==> src/rtl/pgr_pkg.sv <==
// ----------------------------------------------------------------------------
// pgr_pkg
// shared widths, register indexes and the fixed colour palette of the ramp
// ----------------------------------------------------------------------------
`default_nettype none

package pgr_pkg;

  localparam int CNT_W               = 16;
  localparam int CH_W                = 8;
  localparam int CHANNELS            = 3;
  localparam int COLOUR_W            = CH_W * CHANNELS;
  localparam int PAL_IDX_W           = 6;
  localparam int TABLE_SIZE          = 11;
  localparam int TBL_IDX_W           = $clog2(TABLE_SIZE);
  localparam int PALETTE_ENTRIES_DEF = 11;
  localparam int CFG_IDX_W           = 2;

  typedef logic [CFG_IDX_W-1:0] cfg_idx_t;
  typedef logic [COLOUR_W-1:0]  colour_t;
  typedef logic [CNT_W-1:0]     count_t;

  localparam cfg_idx_t REG_LOW_BOUND  = 2'd0;
  localparam cfg_idx_t REG_HIGH_BOUND = 2'd1;

  localparam count_t LOW_BOUND_RST  = 16'd0;
  localparam count_t HIGH_BOUND_RST = 16'd255;

  localparam colour_t PALETTE [TABLE_SIZE] = '{
    24'h6d84a1, 24'h7e789c, 24'h898cae, 24'h77999f, 24'h8dad95, 24'ha0bb9d,
    24'hbec59c, 24'hdb9d74, 24'hbc6c5e, 24'ha35c67, 24'h6d84a1
  };

  // entries past the stored table repeat the last colour
  function automatic colour_t palette_entry(input logic [PAL_IDX_W-1:0] idx);
    colour_t c;
    if (idx >= PAL_IDX_W'(TABLE_SIZE)) begin
      c = PALETTE[TABLE_SIZE-1];
    end else begin
      c = PALETTE[idx[TBL_IDX_W-1:0]];
    end
    return c;
  endfunction

endpackage

`default_nettype wire

==> src/rtl/pgr_if.sv <==
// ----------------------------------------------------------------------------
// pgr_if
// valid/ready channels of the gradient ramp: count in, colour out, config
// ----------------------------------------------------------------------------
`default_nettype none

interface pgr_in_if;
  logic                      valid;
  logic                      ready;
  logic [pgr_pkg::CNT_W-1:0] iteration_count;
  modport source (output valid, output iteration_count, input ready);
  modport sink   (input valid, input iteration_count, output ready);
endinterface

interface pgr_out_if;
  logic                         valid;
  logic                         ready;
  logic [pgr_pkg::COLOUR_W-1:0] pixel_colour;
  logic                         range_error;
  modport source (output valid, output pixel_colour, output range_error, input ready);
  modport sink   (input valid, input pixel_colour, input range_error, output ready);
endinterface

interface pgr_cfg_if;
  logic                          valid;
  logic                          ready;
  logic [pgr_pkg::CFG_IDX_W-1:0] index;
  logic [pgr_pkg::CNT_W-1:0]     data;
  modport source (output valid, output index, output data, input ready);
  modport sink   (input valid, input index, input data, output ready);
endinterface

`default_nettype wire

==> src/rtl/pgr_div_cell.sv <==
// ----------------------------------------------------------------------------
// pgr_div_cell
// one restoring division step per lane; quotient bit shifts into the dividend
// ----------------------------------------------------------------------------
`default_nettype none

module pgr_div_cell #(
  parameter int LANES  = 1,
  parameter int DVD_W  = 8,
  parameter int SIDE_W = 1
) (
  input  logic                                  clk,
  input  logic                                  rst_n,
  input  logic                                  en,
  input  logic [pgr_pkg::CNT_W-1:0]             range,
  input  logic                                  in_valid,
  input  logic [LANES-1:0][pgr_pkg::CNT_W-1:0]  in_rem,
  input  logic [LANES-1:0][DVD_W-1:0]           in_dvd,
  input  logic [SIDE_W-1:0]                     in_side,
  output logic                                  out_valid,
  output logic [LANES-1:0][pgr_pkg::CNT_W-1:0]  out_rem,
  output logic [LANES-1:0][DVD_W-1:0]           out_dvd,
  output logic [SIDE_W-1:0]                     out_side
);

  logic                                 valid_r;
  logic [LANES-1:0][pgr_pkg::CNT_W-1:0] rem_r, rem_nxt;
  logic [LANES-1:0][DVD_W-1:0]          dvd_r, dvd_nxt;
  logic [SIDE_W-1:0]                    side_r;

  always_comb begin
    logic [pgr_pkg::CNT_W:0] shifted;
    logic [pgr_pkg::CNT_W:0] diff;
    logic                    ge;
    for (int l = 0; l < LANES; l++) begin
      shifted    = {in_rem[l], in_dvd[l][DVD_W-1]};
      diff       = shifted - {1'b0, range};
      ge         = (shifted >= {1'b0, range});
      rem_nxt[l] = ge ? diff[pgr_pkg::CNT_W-1:0] : shifted[pgr_pkg::CNT_W-1:0];
      dvd_nxt[l] = (in_dvd[l] << 1) | DVD_W'(ge);
    end
  end

  always_ff @(posedge clk) begin
    if (!rst_n) begin
      valid_r <= 1'b0;
    end else if (en) begin
      valid_r <= in_valid;
    end
  end

  always_ff @(posedge clk) begin
    if (en) begin
      rem_r  <= rem_nxt;
      dvd_r  <= dvd_nxt;
      side_r <= in_side;
    end
  end

  assign out_valid = valid_r;
  assign out_rem   = rem_r;
  assign out_dvd   = dvd_r;
  assign out_side  = side_r;

endmodule

`default_nettype wire

==> src/rtl/pgr_div_chain.sv <==
// ----------------------------------------------------------------------------
// pgr_div_chain
// row of division cells, one quotient bit per cell, DVD_W cells long
// ----------------------------------------------------------------------------
`default_nettype none

module pgr_div_chain #(
  parameter int LANES  = 1,
  parameter int DVD_W  = 8,
  parameter int SIDE_W = 1
) (
  input  logic                                  clk,
  input  logic                                  rst_n,
  input  logic                                  en,
  input  logic [pgr_pkg::CNT_W-1:0]             range,
  input  logic                                  in_valid,
  input  logic [LANES-1:0][pgr_pkg::CNT_W-1:0]  in_rem,
  input  logic [LANES-1:0][DVD_W-1:0]           in_dvd,
  input  logic [SIDE_W-1:0]                     in_side,
  output logic                                  out_valid,
  output logic [LANES-1:0][pgr_pkg::CNT_W-1:0]  out_rem,
  output logic [LANES-1:0][DVD_W-1:0]           out_dvd,
  output logic [SIDE_W-1:0]                     out_side
);

  logic [DVD_W:0]                                 v_c;
  logic [DVD_W:0][LANES-1:0][pgr_pkg::CNT_W-1:0]  rem_c;
  logic [DVD_W:0][LANES-1:0][DVD_W-1:0]           dvd_c;
  logic [DVD_W:0][SIDE_W-1:0]                     side_c;

  assign v_c[0]    = in_valid;
  assign rem_c[0]  = in_rem;
  assign dvd_c[0]  = in_dvd;
  assign side_c[0] = in_side;

  for (genvar i = 0; i < DVD_W; i++) begin : g_cell
    pgr_div_cell #(
      .LANES  (LANES),
      .DVD_W  (DVD_W),
      .SIDE_W (SIDE_W)
    ) u_cell (
      .clk       (clk),
      .rst_n     (rst_n),
      .en        (en),
      .range     (range),
      .in_valid  (v_c[i]),
      .in_rem    (rem_c[i]),
      .in_dvd    (dvd_c[i]),
      .in_side   (side_c[i]),
      .out_valid (v_c[i+1]),
      .out_rem   (rem_c[i+1]),
      .out_dvd   (dvd_c[i+1]),
      .out_side  (side_c[i+1])
    );
  end

  assign out_valid = v_c[DVD_W];
  assign out_rem   = rem_c[DVD_W];
  assign out_dvd   = dvd_c[DVD_W];
  assign out_side  = side_c[DVD_W];

endmodule

`default_nettype wire

==> src/rtl/palette_gradient_ramp.sv <==
// ----------------------------------------------------------------------------
// palette_gradient_ramp
// maps an escape iteration count to a 24-bit colour on a repeating gradient
// ----------------------------------------------------------------------------
//  channel   dir  payload                         request taken when
//  in_chan   in   iteration_count[15:0]           valid && ready
//  out_chan  out  pixel_colour[23:0], range_error valid && ready
//  cfg_chan  in   index[1:0], data[15:0]          valid && ready (ready tied high)
//
//  one request per cycle while no result is stalled at the output
//  the three restoring divider rows hold 16 cells for the position
//  modulo, clog2(PALETTE_ENTRIES) cells for the segment, 8 cells for the blend
//  rst_n is synchronous, active low; clears valid bits and the bound registers
//  a stalled result freezes the whole pipeline; in_chan.ready drops only then
// ----------------------------------------------------------------------------
`default_nettype none

module palette_gradient_ramp #(
  parameter int PALETTE_ENTRIES = pgr_pkg::PALETTE_ENTRIES_DEF
) (
  input  logic      clk,
  input  logic      rst_n,
  pgr_in_if.sink    in_chan,
  pgr_out_if.source out_chan,
  pgr_cfg_if.sink   cfg_chan
);

  localparam int CNT_W    = pgr_pkg::CNT_W;
  localparam int CH_W     = pgr_pkg::CH_W;
  localparam int CHANNELS = pgr_pkg::CHANNELS;
  localparam int COLOUR_W = pgr_pkg::COLOUR_W;
  localparam int SEG_W    = $clog2(PALETTE_ENTRIES);
  localparam int Q_W      = CNT_W + SEG_W;
  localparam int NUM_W    = CH_W + CNT_W;
  localparam logic [SEG_W-1:0] SEG_SPAN = SEG_W'(PALETTE_ENTRIES - 1);

  // configuration: bounds plus the period kept ready for the dividers
  pgr_pkg::count_t low_r, high_r, range_r;

  assign cfg_chan.ready = 1'b1;

  always_ff @(posedge clk) begin
    if (!rst_n) begin
      low_r   <= pgr_pkg::LOW_BOUND_RST;
      high_r  <= pgr_pkg::HIGH_BOUND_RST;
      range_r <= pgr_pkg::HIGH_BOUND_RST - pgr_pkg::LOW_BOUND_RST;
    end else if (cfg_chan.valid) begin
      case (cfg_chan.index)
        pgr_pkg::REG_LOW_BOUND: begin
          low_r   <= cfg_chan.data;
          range_r <= high_r - cfg_chan.data;
        end
        pgr_pkg::REG_HIGH_BOUND: begin
          high_r  <= cfg_chan.data;
          range_r <= cfg_chan.data - low_r;
        end
        default: begin
        end
      endcase
    end
  end

  // whole pipeline moves unless a finished result is waiting
  logic en;
  logic out_valid_r;
  assign en            = !out_valid_r || out_chan.ready;
  assign in_chan.ready = en;

  // stage 0: distance from low bound, with its sign
  logic [CNT_W:0]   diff0;
  logic             s0_valid_r, s0_neg_r, s0_err_r;
  logic [CNT_W-1:0] s0_dist_r;

  assign diff0 = {1'b0, in_chan.iteration_count} - {1'b0, low_r};

  always_ff @(posedge clk) begin
    if (!rst_n) begin
      s0_valid_r <= 1'b0;
    end else if (en) begin
      s0_valid_r <= in_chan.valid;
    end
  end

  always_ff @(posedge clk) begin
    if (en) begin
      s0_neg_r  <= diff0[CNT_W];
      s0_dist_r <= diff0[CNT_W] ? (low_r - in_chan.iteration_count) : diff0[CNT_W-1:0];
      s0_err_r  <= (range_r == '0);
    end
  end

  // divider row a: |distance| mod range
  logic                    a_valid;
  logic [0:0][CNT_W-1:0]   a_rem;
  logic [1:0]              a_side;

  pgr_div_chain #(
    .LANES  (1),
    .DVD_W  (CNT_W),
    .SIDE_W (2)
  ) u_mod_row (
    .clk       (clk),
    .rst_n     (rst_n),
    .en        (en),
    .range     (range_r),
    .in_valid  (s0_valid_r),
    .in_rem    ('0),
    .in_dvd    (s0_dist_r),
    .in_side   ({s0_neg_r, s0_err_r}),
    .out_valid (a_valid),
    .out_rem   (a_rem),
    .out_dvd   (),
    .out_side  (a_side)
  );

  // stage 1: floored position, scaled by the segment count
  logic [CNT_W-1:0] pos1;
  logic             s1_valid_r, s1_err_r;
  logic [Q_W-1:0]   s1_q_r;

  // a negative distance folds back from the top of the period
  assign pos1 = (a_side[1] && (a_rem[0] != '0)) ? (range_r - a_rem[0]) : a_rem[0];

  always_ff @(posedge clk) begin
    if (!rst_n) begin
      s1_valid_r <= 1'b0;
    end else if (en) begin
      s1_valid_r <= a_valid;
    end
  end

  always_ff @(posedge clk) begin
    if (en) begin
      s1_q_r   <= Q_W'(pos1) * Q_W'(SEG_SPAN);
      s1_err_r <= a_side[0];
    end
  end

  // divider row b: segment index and fraction numerator
  // q < range * 2^SEG_W, so the top bits already sit below range
  logic                  b_valid;
  logic [0:0][CNT_W-1:0] b_rem;
  logic [0:0][SEG_W-1:0] b_seg;
  logic                  b_err;

  pgr_div_chain #(
    .LANES  (1),
    .DVD_W  (SEG_W),
    .SIDE_W (1)
  ) u_seg_row (
    .clk       (clk),
    .rst_n     (rst_n),
    .en        (en),
    .range     (range_r),
    .in_valid  (s1_valid_r),
    .in_rem    (s1_q_r[Q_W-1:SEG_W]),
    .in_dvd    (s1_q_r[SEG_W-1:0]),
    .in_side   (s1_err_r),
    .out_valid (b_valid),
    .out_rem   (b_rem),
    .out_dvd   (b_seg),
    .out_side  (b_err)
  );

  // stage 2: palette lookup of both segment ends
  logic                       s2_valid_r, s2_err_r;
  pgr_pkg::colour_t           s2_ca_r, s2_cb_r;
  logic [CNT_W-1:0]           s2_frac_r;
  logic [pgr_pkg::PAL_IDX_W-1:0] seg_idx;

  assign seg_idx = pgr_pkg::PAL_IDX_W'(b_seg[0]);

  always_ff @(posedge clk) begin
    if (!rst_n) begin
      s2_valid_r <= 1'b0;
    end else if (en) begin
      s2_valid_r <= b_valid;
    end
  end

  always_ff @(posedge clk) begin
    if (en) begin
      s2_ca_r   <= pgr_pkg::palette_entry(seg_idx);
      s2_cb_r   <= pgr_pkg::palette_entry(seg_idx + pgr_pkg::PAL_IDX_W'(1));
      s2_frac_r <= b_rem[0];
      s2_err_r  <= b_err;
    end
  end

  // stage 3: weighted sum per channel, a*(range-r) + b*r
  logic [CNT_W-1:0]                 w_lo;
  logic [CHANNELS-1:0][NUM_W-1:0]   num3;
  logic                             s3_valid_r, s3_err_r;
  logic [CHANNELS-1:0][NUM_W-1:0]   s3_num_r;
  logic [CHANNELS-1:0][CNT_W-1:0]   s3_hi;
  logic [CHANNELS-1:0][CH_W-1:0]    s3_lo;

  assign w_lo = range_r - s2_frac_r;

  always_comb begin
    for (int c = 0; c < CHANNELS; c++) begin
      // channel 0 is red in the top byte
      num3[c] = NUM_W'(s2_ca_r[COLOUR_W-1-c*CH_W -: CH_W]) * NUM_W'(w_lo)
              + NUM_W'(s2_cb_r[COLOUR_W-1-c*CH_W -: CH_W]) * NUM_W'(s2_frac_r);
    end
  end

  always_ff @(posedge clk) begin
    if (!rst_n) begin
      s3_valid_r <= 1'b0;
    end else if (en) begin
      s3_valid_r <= s2_valid_r;
    end
  end

  always_ff @(posedge clk) begin
    if (en) begin
      s3_num_r <= num3;
      s3_err_r <= s2_err_r;
    end
  end

  // blend result never exceeds 255, so num >> 8 starts below range
  always_comb begin
    for (int c = 0; c < CHANNELS; c++) begin
      s3_hi[c] = s3_num_r[c][NUM_W-1:CH_W];
      s3_lo[c] = s3_num_r[c][CH_W-1:0];
    end
  end

  // divider row c: three channel lanes in lockstep
  logic                          c_valid;
  logic [CHANNELS-1:0][CH_W-1:0] c_quo;
  logic                          c_err;

  pgr_div_chain #(
    .LANES  (CHANNELS),
    .DVD_W  (CH_W),
    .SIDE_W (1)
  ) u_blend_row (
    .clk       (clk),
    .rst_n     (rst_n),
    .en        (en),
    .range     (range_r),
    .in_valid  (s3_valid_r),
    .in_rem    (s3_hi),
    .in_dvd    (s3_lo),
    .in_side   (s3_err_r),
    .out_valid (c_valid),
    .out_rem   (),
    .out_dvd   (c_quo),
    .out_side  (c_err)
  );

  // output register: zero range forces black
  pgr_pkg::colour_t colour_nxt;
  pgr_pkg::colour_t out_colour_r;
  logic             out_err_r;

  always_comb begin
    for (int c = 0; c < CHANNELS; c++) begin
      colour_nxt[COLOUR_W-1-c*CH_W -: CH_W] = c_err ? '0 : c_quo[c];
    end
  end

  always_ff @(posedge clk) begin
    if (!rst_n) begin
      out_valid_r <= 1'b0;
    end else if (en) begin
      out_valid_r <= c_valid;
    end
  end

  always_ff @(posedge clk) begin
    if (en) begin
      out_colour_r <= colour_nxt;
      out_err_r    <= c_err;
    end
  end

  assign out_chan.valid        = out_valid_r;
  assign out_chan.pixel_colour = out_colour_r;
  assign out_chan.range_error  = out_err_r;

`ifndef SYNTHESIS
  // input side only backs off behind an untaken result
  a_ready_only_on_stall: assert property (@(posedge clk) disable iff (!rst_n)
    !in_chan.ready |-> (out_chan.valid && !out_chan.ready))
    else $error("input stalled without a pending result");

  // a result only appears after the blend row delivered one
  a_out_from_blend_row: assert property (@(posedge clk) disable iff (!rst_n)
    $rose(out_chan.valid) |-> $past(c_valid))
    else $error("result valid without blend row output");

  // a frozen pipeline keeps its head stage and its pending result
  a_freeze_holds: assert property (@(posedge clk) disable iff (!rst_n)
    $past(!en && rst_n) |-> ($stable(s0_dist_r) && out_chan.valid))
    else $error("pipeline moved while stalled");
`endif

endmodule

`default_nettype wire
==> src/flat_wrapper.sv <==
// flat-port wrapper written by rule: the top's interface ports become plain ports
module palette_gradient_ramp_flat 
#(
  parameter int PALETTE_ENTRIES = pgr_pkg::PALETTE_ENTRIES_DEF
)
  (clk, rst_n, in_chan_valid, in_chan_iteration_count, in_chan_ready, out_chan_valid, out_chan_pixel_colour, out_chan_range_error, out_chan_ready, cfg_chan_valid, cfg_chan_index, cfg_chan_data, cfg_chan_ready);
  pgr_in_if in_chan_i ();
  pgr_out_if out_chan_i ();
  pgr_cfg_if cfg_chan_i ();
  input  logic clk;
  input  logic rst_n;
  input wire logic [$bits(in_chan_i.valid)-1:0] in_chan_valid;
  input wire logic [$bits(in_chan_i.iteration_count)-1:0] in_chan_iteration_count;
  output wire logic [$bits(in_chan_i.ready)-1:0] in_chan_ready;
  output wire logic [$bits(out_chan_i.valid)-1:0] out_chan_valid;
  output wire logic [$bits(out_chan_i.pixel_colour)-1:0] out_chan_pixel_colour;
  output wire logic [$bits(out_chan_i.range_error)-1:0] out_chan_range_error;
  input wire logic [$bits(out_chan_i.ready)-1:0] out_chan_ready;
  input wire logic [$bits(cfg_chan_i.valid)-1:0] cfg_chan_valid;
  input wire logic [$bits(cfg_chan_i.index)-1:0] cfg_chan_index;
  input wire logic [$bits(cfg_chan_i.data)-1:0] cfg_chan_data;
  output wire logic [$bits(cfg_chan_i.ready)-1:0] cfg_chan_ready;
  assign in_chan_i.valid = in_chan_valid;
  assign in_chan_i.iteration_count = in_chan_iteration_count;
  assign in_chan_ready = in_chan_i.ready;
  assign out_chan_valid = out_chan_i.valid;
  assign out_chan_pixel_colour = out_chan_i.pixel_colour;
  assign out_chan_range_error = out_chan_i.range_error;
  assign out_chan_i.ready = out_chan_ready;
  assign cfg_chan_i.valid = cfg_chan_valid;
  assign cfg_chan_i.index = cfg_chan_index;
  assign cfg_chan_i.data = cfg_chan_data;
  assign cfg_chan_ready = cfg_chan_i.ready;
  palette_gradient_ramp #(.PALETTE_ENTRIES(PALETTE_ENTRIES)) u_core (.clk(clk), .rst_n(rst_n), .in_chan(in_chan_i), .out_chan(out_chan_i), .cfg_chan(cfg_chan_i));
endmodule
==> config.mk <==
export PLATFORM = sky130hd
export DESIGN_NAME = palette_gradient_ramp_flat
export DESIGN_NICKNAME = d
export VERILOG_FILES = /design/src/rtl/pgr_pkg.sv /design/src/rtl/pgr_if.sv /design/src/rtl/pgr_div_cell.sv /design/src/rtl/pgr_div_chain.sv /design/src/rtl/palette_gradient_ramp.sv /design/src/flat_wrapper.sv
export SDC_FILE = /design/constraint.sdc
export NUM_CORES = 2
export LEC_CHECK = 0
export ABC_AREA = 1
export BUFFER_PORTS_ARGS = -buffer_cell sky130_fd_sc_hd__buf_2
export CORE_MARGIN = 4
export CORE_UTILIZATION = 62
export CTS_CLUSTER_DIAMETER = 120
export DETAILED_ROUTE_END_ITERATION = 10
export GPL_TIMING_DRIVEN = 0
export MAX_ROUTING_LAYER = met4
export PLACE_DENSITY_LB_ADDON = 0.3
export RECOVER_POWER = 50
export SYNTH_ARGS = -nofsm -noshare
export SYNTH_HDL_FRONTEND = slang
export SYNTH_SLANG_ARGS = --single-unit
==> constraint.sdc <==
create_clock -name clk -period 59.5 [get_ports clk]
set_input_delay 2.975 -clock clk [delete_from_list [all_inputs] [get_ports clk]]
set_output_delay 2.975 -clock clk [all_outputs]
set_load 0.01 [all_outputs]
==> results.cfg <==
[status]
outcome = finished, violations left
violations = max-capacitance violations, max-slew violations

[worst_setup_path]
cpMaxStageDelayCell = clkbuf_1
crit_arrival_ns = 7.56
worstSetupPathType = in2out
cp_num_buf_inv = 5
cp_cell_sequence = buf_2, nor2_1, inv_1, clkbuf_1, clkbuf_1, buf_2
cp.required_ns = 56.53
cpPeakStageDelay_ns = 2.48
worstSetupEndpointType = output port
crit_family = buffers and inverters
crit_path_max_fanout = 55
start_kind = input pin

[finish]
fin_area_um2 = 121000
finish.utilization_pct = 67.4
areaGrowthSynthToFinish_pct = 7.64
fillCellCount = 14766
layout.nets = 15223
layout-drive-gt1-share_pct = 4.34

[floorplanning]
start_util_pct = 62.6
core_area_um2 = 179000
ioPinCount = 67
die_w_um = 434
rows = 155
die_height_um = 434
die_area_um2 = 188000

[sta]
finalSetupViolations = 0
fin_hold_ws_ns = 0.405
worstMarginPinSlew_ns = 3.42
fin_skew_ns = 0.0430
maxSlewHeadroom_pct = -128
finalHoldViolCount = 0
rsz0062_at_grt = no
fin_crit_ns = 10.54
slew_violations = 198
max_freq_ghz = 0.0949
fin_setup_tns_ns = 0
finalCritPeriodShare_pct = 17.7

[synth]
synth.avg_cell_area_um2 = 8.49
syn_area_um2 = 112000
synth_nets = 14971
synth_ff_type = edfxtp_1
synth.distinct_cells = 66
async_reset_ff_share_pct = 0
ys_warn_count = 0
synthCells = 13229
synth-edff-count = 1226
synth_seq_cells = 1307
yosysSeqAreaShare_pct = 34.2

[clock_network]
holdBufCountCts = 0
cts_made_buffers = 150
clock_sinks = 1307
path_clk_slew_ns = 0.06
clkLatencyLatePin_ns = 0.84
cts_tree = built
clockRootBuffer = clkbuf_16
post_cts_resized = 0
cts_max_path_buffers = 3
cts_max_level = 4
cts_setup_buffers = 0

[placed_design]
dp_hpwl_mm = 243
place_congestion = 1.05
portBuffers = 64
placed_area_um2 = 117000

[min_path]
hp-class = reg2reg

[routing]
wl_per_cell_um = 20.0
wl_mm = 319
drtIter0Drc = 8911
num_vias = 93132
antenna_left = 0
drcViolationCount = 0
viasPerCell = 5.84
first_pass_iters = 9

[flow_run]
max_cap_viol_count = 6

[global_routing]
grt_pass1_vias = 90723
grt_max_degree = 77
grt_usage_pct = 35.0
grt_overflow = 0
grt_pass1_wl_mm = 497
antenna_found_initial = 3
[cell type report]
class,instances,area (um2),share of cell area (%)
diodes,4,10.0,0.00828
plain buffers,316,1300,1.07
clock buffers,177,3960,3.27
clock inverters,94,1230,1.02
inverters,1926,7270,6.01
multi-input cells,9680,64600,53.4
flip-flops and latches,1307,38400,31.8
well taps,2355,2950,2.44
repair buffers,100,1210,1.00
[cell usage after synthesis, types with 30 or more instances]
master | number | area, um2
or2_2 | 31 | 194
fa_1 | 671 | 13400
inv_1 | 1906 | 7150
dfxtp_1 | 81 | 1620
nand4_1 | 95 | 594
buf_4 | 34 | 255
a21oi_1 | 986 | 4930
nand3_1 | 778 | 3890
clkbuf_1 | 166 | 623
a21o_1 | 76 | 571
ha_1 | 1032 | 12900
o211ai_1 | 39 | 293
edfxtp_1 | 1226 | 36800
a21boi_0 | 45 | 338
xnor2_1 | 197 | 1730
nor2_1 | 1057 | 3970
buf_2 | 59 | 295
nand2_1 | 3247 | 12200
buf_6 | 53 | 597
o21ai_2 | 65 | 569
o21ai_1 | 65 | 325
xor2_1 | 380 | 3330
a31oi_1 | 41 | 257
nand2_2 | 84 | 526
o21ai_0 | 465 | 2330
nor3_1 | 86 | 430
nand3b_1 | 60 | 450
nand2_4 | 30 | 338
[per-layer routing]
layer / GRT usage, % / routed length (um)
met4: 16.0 / 17900
met1: 46.4 / 133000
met5: - / 0
met2: 53.0 / 140000
met3: 5.95 / 28200
[layout by cell type, fill, tap and decap left out, drive strengths merged, types with 4 or more instances in the layout]
| master | n |
|---|---|
| nand2 | 3362 |
| inv | 1934 |
| edfxtp | 1226 |
| nor2 | 1059 |
| ha | 1032 |
| a21oi | 1001 |
| nand3 | 778 |
| fa | 671 |
| o21ai | 595 |
| clkbuf | 443 |
| xor2 | 381 |
| xnor2 | 197 |
| buf | 150 |
| nand4 | 95 |
| nor3 | 91 |
| dfxtp | 81 |
| a21o | 76 |
| nand3b | 60 |
| clkinv | 58 |
| a21boi | 47 |
| a31oi | 42 |
| o211ai | 39 |
| or2 | 36 |
| nor4 | 25 |
| o21bai | 23 |
| o21a | 19 |
| bufinv | 18 |
| a211oi | 15 |
| nor3b | 15 |
| clkinvlp | 10 |
| diode | 4 |
[registers in the layout, summed over array words and instances, names as in the netlist, 19 cells and up]
register and cells:
u_core.u_mod_row.g_cell.u_cell.out_dvd 120, u_core.s2_cb_r 24, u_core.s3_lo 24, u_core.u_blend_row.g_cell.u_cell.out_dvd 192, u_core.u_mod_row.g_cell.u_cell.out_side 32, u_core.out_chan.pixel_colour 24
u_core.u_seg_row.g_cell.u_cell.out_rem 64, u_core.s2_ca_r 24, u_core.s1_q_r 19, u_core.u_blend_row.g_cell.u_cell.out_rem 336, u_core.u_mod_row.g_cell.u_cell.out_rem 256, u_core.s3_hi 48
[worst paths after layout]
path,depth (start not counted),end,slack [ns],from
hold reg to reg,0,u_core.u_blend_row.g_cell[6].u_cell.out_dvd[1],0.41,u_core.u_blend_row.g_cell[5].u_cell.out_dvd[0]
hold / removal,0,u_core.u_blend_row.g_cell[6].u_cell.out_dvd[1],0.41,u_core.u_blend_row.g_cell[5].u_cell.out_dvd[0]
setup reg to reg,26,u_core.s3_hi[8],49.40,u_core.range_r[0]
setup / recovery,6,in_chan_ready,48.96,out_chan_ready
[stage by stage]
stage	instances	setup slack, ns
after floorplan	13229	20.16
after global placement	15648	5.09
after detailed placement	15684	49.95
after CTS	15955	49.94
after global routing	15958	48.49
final	15959	48.96
[cells by family (layout without fill, tap and decap cells)]
logic type / Yosys count / count (layout) / share of synthesized area [%]
and+or+nand+nor: 5527 / 5527 / 20.6
buffers and inverters: 2242 / 2613 / 8.04
AOI/OAI and AO/OA: 1871 / 1871 / 9.23
adders and majority gates: 1703 / 1703 / 23.4
DFF: 1307 / 1307 / 34.2
xor gates and xnor gates: 578 / 578 / 4.51
other: 1 / 5 / 0.00334
Power is not shown: default switching activity piles up to over one toggle a cycle in this logic, so the estimate is an artifact.
